**config.mk**
```make
export PLATFORM = sky130hd
export DESIGN_NAME = isul_ctrl
export DESIGN_NICKNAME = d
export VERILOG_FILES = /design/src/rtl/core/isul_pkg.sv /design/src/rtl/core/isul_ctrl.sv
export SDC_FILE = /design/constraint.sdc
export NUM_CORES = 1
export LEC_CHECK = 0
export BUFFER_PORTS_ARGS = -buffer_cell sky130_fd_sc_hd__buf_2
export CAP_MARGIN = 15
export CORE_AREA = 2 2 39 41
export DETAILED_ROUTE_END_ITERATION = 12
export DIE_AREA = 0 0 41 43
export PLACE_DENSITY_LB_ADDON = 0.2
export SETUP_SLACK_MARGIN = 0.15
export SLEW_MARGIN = 20
export SYNTH_ARGS = -nofsm -noshare
export SYNTH_HDL_FRONTEND = slang
export SYNTH_SLANG_ARGS = --single-unit
```
**constraint.sdc**
```tcl
create_clock -name clk -period 1.6 [get_ports clk]
set_clock_uncertainty 0.2 [all_clocks]
set_input_delay 0.32 -clock clk [delete_from_list [all_inputs] [get_ports clk]]
set_output_delay 0.32 -clock clk [all_outputs]
set_load 0.02 [all_outputs]
```
**src/rtl/core/isul_pkg.sv**
```systemverilog
// Shared types, constants and helpers for the Ising lattice update unit.
package isul_pkg;

  // Default largest lattice side.
  localparam int SIDE_MAX_DEF = 64;

  // Field widths.
  localparam int CMD_W   = 2;
  localparam int COORD_W = 6;
  localparam int RAND_W  = 12;
  localparam int SIDE_W  = 7;
  localparam int H_W     = 12;
  localparam int TBL_W   = 60;
  localparam int THR_W   = 12;
  localparam int CFG_IDX_W = 3;

  // Commands.
  typedef enum logic [CMD_W-1:0] {
    CMD_WRITE = 2'd0,
    CMD_READ  = 2'd1,
    CMD_METRO = 2'd2,
    CMD_HEAT  = 2'd3
  } command_t;

  // Register indexes.
  localparam logic [CFG_IDX_W-1:0] REG_SIDE       = 3'd0;
  localparam logic [CFG_IDX_W-1:0] REG_FIXED      = 3'd1;
  localparam logic [CFG_IDX_W-1:0] REG_FIELD_H    = 3'd2;
  localparam logic [CFG_IDX_W-1:0] REG_METRO_UP   = 3'd3;
  localparam logic [CFG_IDX_W-1:0] REG_METRO_DOWN = 3'd4;
  localparam logic [CFG_IDX_W-1:0] REG_HEAT       = 3'd5;

  // Controller to datapath commands.
  typedef struct packed {
    logic clear_step;  // clear one write flag entry
    logic latch_in;    // capture an accepted input transfer
    logic sel_center;  // read site and upper neighbor
    logic sel_mid;     // capture first pair, read lower and left
    logic sel_last;    // capture second pair, read right
    logic finish;      // update the site and load the result register
  } dp_cmd_t;

  // Datapath to controller status.
  typedef struct packed {
    logic clear_done;  // last write flag entry is being cleared
  } dp_stat_t;

  // Pick threshold k out of a packed table of five 12-bit entries.
  function automatic logic [THR_W-1:0] table_entry(input logic [TBL_W-1:0] tbl,
                                                   input logic [2:0] k);
    logic [THR_W-1:0] res;
    begin
      case (k)
        3'd0:    res = tbl[11:0];
        3'd1:    res = tbl[23:12];
        3'd2:    res = tbl[35:24];
        3'd3:    res = tbl[47:36];
        3'd4:    res = tbl[59:48];
        default: res = '0;
      endcase
      return res;
    end
  endfunction

endpackage

```
**src/rtl/core/isul_ctrl.sv**
```systemverilog
// Controller state machine for the Ising lattice update unit.
module isul_ctrl
  import isul_pkg::*;
(
  input  logic     clk,
  input  logic     rst,
  input  logic     in_valid,
  output logic     in_ready,
  output logic     out_valid,
  input  logic     out_ready,
  input  dp_stat_t stat,
  output dp_cmd_t  cmd
);

  typedef enum logic [5:0] {
    ST_CLEAR = 6'b000001,
    ST_IDLE  = 6'b000010,
    ST_RD0   = 6'b000100,
    ST_RD1   = 6'b001000,
    ST_RD2   = 6'b010000,
    ST_EXEC  = 6'b100000
  } state_t;

  state_t state, state_next;
  logic   out_free;
  logic   accept;

  assign out_free = !out_valid || out_ready;

  always_comb begin
    in_ready = 1'b0;
    unique case (state)
      ST_IDLE: in_ready = 1'b1;
      ST_EXEC: in_ready = out_free;
      default: in_ready = 1'b0;
    endcase
  end

  assign accept = in_valid && in_ready;

  always_comb begin
    cmd            = '0;
    cmd.latch_in   = accept;
    cmd.clear_step = (state == ST_CLEAR);
    cmd.sel_center = (state == ST_RD0);
    cmd.sel_mid    = (state == ST_RD1);
    cmd.sel_last   = (state == ST_RD2);
    cmd.finish     = (state == ST_EXEC) && out_free;
  end

  always_comb begin
    state_next = state;
    unique case (state)
      ST_CLEAR: if (stat.clear_done) state_next = ST_IDLE;
      ST_IDLE:  if (accept) state_next = ST_RD0;
      ST_RD0:   state_next = ST_RD1;
      ST_RD1:   state_next = ST_RD2;
      ST_RD2:   state_next = ST_EXEC;
      ST_EXEC: begin
        if (out_free) state_next = accept ? ST_RD0 : ST_IDLE;
      end
      default:  state_next = ST_IDLE;
    endcase
  end

  always_ff @(posedge clk) begin
    if (rst) begin
      state     <= ST_CLEAR;
      out_valid <= 1'b0;
    end else begin
      state <= state_next;
      if (cmd.finish) begin
        out_valid <= 1'b1;
      end else if (out_ready) begin
        out_valid <= 1'b0;
      end
    end
  end

endmodule

```
==> flow_summary.yaml <==
run_status:
  outcome: "finished with violations"
  violations: "negative setup slack"
floorplan:
  die_area_um2: 1760
  std_cell_rows: 14
  ios: 13
  fp.coreArea_um2: 1380
  die_y_um: 43
  die_w_um: 41
  start_util: 0.306
logic_synthesis:
  synth-simple-area-share: 0.367
  yosysTopAreaCell: "dfxtp_1"
  async_flop_share: 0
  postSynthAreaPerCell_um2: 9.00
  synth_xor_area_frac: 0.0207
  synth.mux.area_fraction: 0
  synth_commonest_cells: "dfxtp_1, inv_1, nand2_1, nor2_1"
  synth_fa_ha_area_frac: 0
  synth_seq_cells: 7
  synth_compound_area_frac: 0.192
  synth_area_leaders: "dfxtp_1, nor4b_4, inv_1"
  mappedNetlistNets: 52
  synthDistinctLibCells: 28
  ys_seq_area_frac: 0.331
  ys_warn_count: 0
  syn_inst: 47
  yosysMostFrequentCell: "dfxtp_1"
  synth_top_family_by_area: "simple AND/OR/NAND/NOR gates"
  synth_edf_count: 0
  syn_area_um2: 423
  yosys.area.top_type_share: 0.331
  synth-main-ff-cell: "dfxtp_1"
route:
  routedWlPerCell_um: 13.5
  drtIter0Drc: 2
  ant_nets: 0
  drc: 0
  num_vias: 512
  dr.pass1.iters: 4
  via_per_inst: 4.88
  wl_mm: 1.41
finish:
  seqCellArea_um2: 158
  drive_above_1_share: 0.775
  area_delta_synth_final_pct: 113
  final_cells: 105
  antenna_cells: 0
  final_nets: 95
  fin_area_um2: 902
  fill_cells: 107
  multi_input_area_um2: 353
timing:
  min_period_ps: 1930
  fin_ws_ps: -328
  slew_headroom: 0.810
  finalHoldViolations: 0
  fin_tns_setup_ps: -2080
  min_period_over_period: 1.20
  rsz0062_at_grt: "true"
  max_freq_ghz: 0.519
  setup_violations: 10
  worstMarginPinSlew_ps: 285
  maxSlewViolCount: 0
placed_design:
  pre_cts_slack_ps: -132
  dp_hpwl_um: 856
  gp_congestion: 0.757
  portBuffers: 12
  placed_cell_area_um2: 662
  dp.cells: 91
clock_tree:
  cts_tree: "built"
  cts_buffers: 3
  clk_pin_slew_ps: 50
  cts_sinks: 7
  clockBufferDepth: 2
  hold_buffers: 0
  clock_latency_ps: 260
  cts_root_buffer: "clkbuf_4"
  h-tree-depth: 1
global_routing:
  antenna_found_initial: 0
  grt_first_pass_wirelength_mm: 2.11
  grt_pass1_vias: 481
  grt_overflow: 0
  grt_usage: 0.183
  grt_start_max_net_pins: 6
critical_path:
  worstPathRequired_ps: 1080
  endpoint_kind: "output pin"
  max_stage_delay_ps: 370
  ff2ff_setup_slack_ps: -280
  crit_type: "register to output pin"
  path_cells: "nor4b_4 -> nand2_1 -> o21ai_4 -> and2_4 -> buf_6"
  slowest_stage: "dfxtp_4"
  path_buf_inv: 1
  timing.rr.end: "state[1]"
  reg2reg_depth: 8
  start_kind: "register"
  path_delay_family: "simple AND/OR/NAND/NOR gates"
  worstPathMaxFanout: 5
  worstPathArrival_ps: 1410
  reg2reg_from: "state[1]"
pwr:
  power_density_nw_per_um2: 569
  p_leak_nw: 0.408
  vdd_drop_max_uv: 505
  p_total_w: 0.000513
min_path:
  worstHoldPathCells: 2
  hp-class: "input pin to register"
  min_to: "out_valid"
  hp-start: "rst"
flow_run:
  drv_cap: 0
==> through the flow <==
step	hold WS, ps	utilization
2_1_floorplan	182	-
3_3_place_gp	327	0.478
3_5_place_dp	324	0.478
4_1_cts	52.4	0.597
5_1_grt	67.5	0.652
6_report	54.5	0.652
==> worst max-delay path by stage <==
stage	slack (ps)	cells after the start	from	to
floorplan	-90	6	state[5]	cmd[4]
global placement	-160	4	state[5]	cmd[3]
detailed placement	-130	5	state[5]	cmd[4]
CTS	-320	5	state[5]	cmd[4]
global route	-380	5	state[3]	cmd[4]
finish	-330	5	state[3]	cmd[4]
==> where the power goes <==
part	leakage [nW]	internal, W	switching (W)
registers	0.0604	0.000177	0.0000101
clock network	0.0150	0.0000955	0.0000713
logic	0.332	0.0000926	0.0000672
total	0.408	0.000365	0.000149
==> cell usage in the layout (no fill, tap or decap) <==
cell type  synthesis  layout
buf_4              1      23
buf_6              1      11
buf_2              0       6
inv_1              5       4
nor2_4             0       4
dfxtp_4            0       4
nand2_1            4       3
clkbuf_4           0       3
nor4b_4            1       2
nor2_2             2       2
dfxtp_2            0       2
nand4_4            0       1
nor2b_1            2       1
o21ai_4            0       1
and2_4             0       1
nor4_4             0       1
nand2_4            0       1
nor3_2             0       1
inv_2              0       1
nor2b_4            0       1
and3_4             0       1
or2b_2             1       1
a41oi_2            1       1
nand3b_1           1       1
o211ai_1           1       1
a21oi_1            1       1
o21a_1             1       1
and3b_1            1       1
a22o_1             1       1
xor2_1             1       1
a211oi_1           1       1
o32ai_1            1       1
a311oi_2           1       1
nor4_1             2       1
clkbuf_1           0       1
dfxtp_1            7       1
==> kinds of logic after synthesis <==
kind of cell / count (synthesis)
AOI/OAI and AO/OA: 9
buffers and inverters: 7
xor gates and xnor gates: 1
DFF: 7
and+or+nand+nor: 23
==> registers in the layout, summed over array words and instances, names as in the netlist <==
signal     cells
state          6
out_valid      1
==> per-layer routing <==
| metal | track usage | up-vias | share of wire |
|---|---|---|---|
| met3 | 0.0471 | 5 | 0.045 |
| met2 | 0.253 | 15 | 0.51 |
| met4 | 0.120 | 0 | 0.029 |
| met1 | 0.239 | 238 | 0.41 |
| met5 | 0 | - | 0 |
| li1 | - | 254 | - |
==> final cells by class <==
cell class / instances / area share
repair buffers: 40 / 0.362
flip-flops and latches: 7 / 0.175
multi-input cells: 33 / 0.391
clock buffers: 4 / 0.0291
inverters: 5 / 0.0208
well taps: 16 / 0.0222
==> repair_timing <==
action / CTS / global route
cloned: 0 / 0
setup buffers: 8 / 2
setup endpoints to repair: 11 / 11
resized for setup: 24 / 16
pin swaps: 8 / 12
Note: power is estimated with default switching activity, not from simulation.
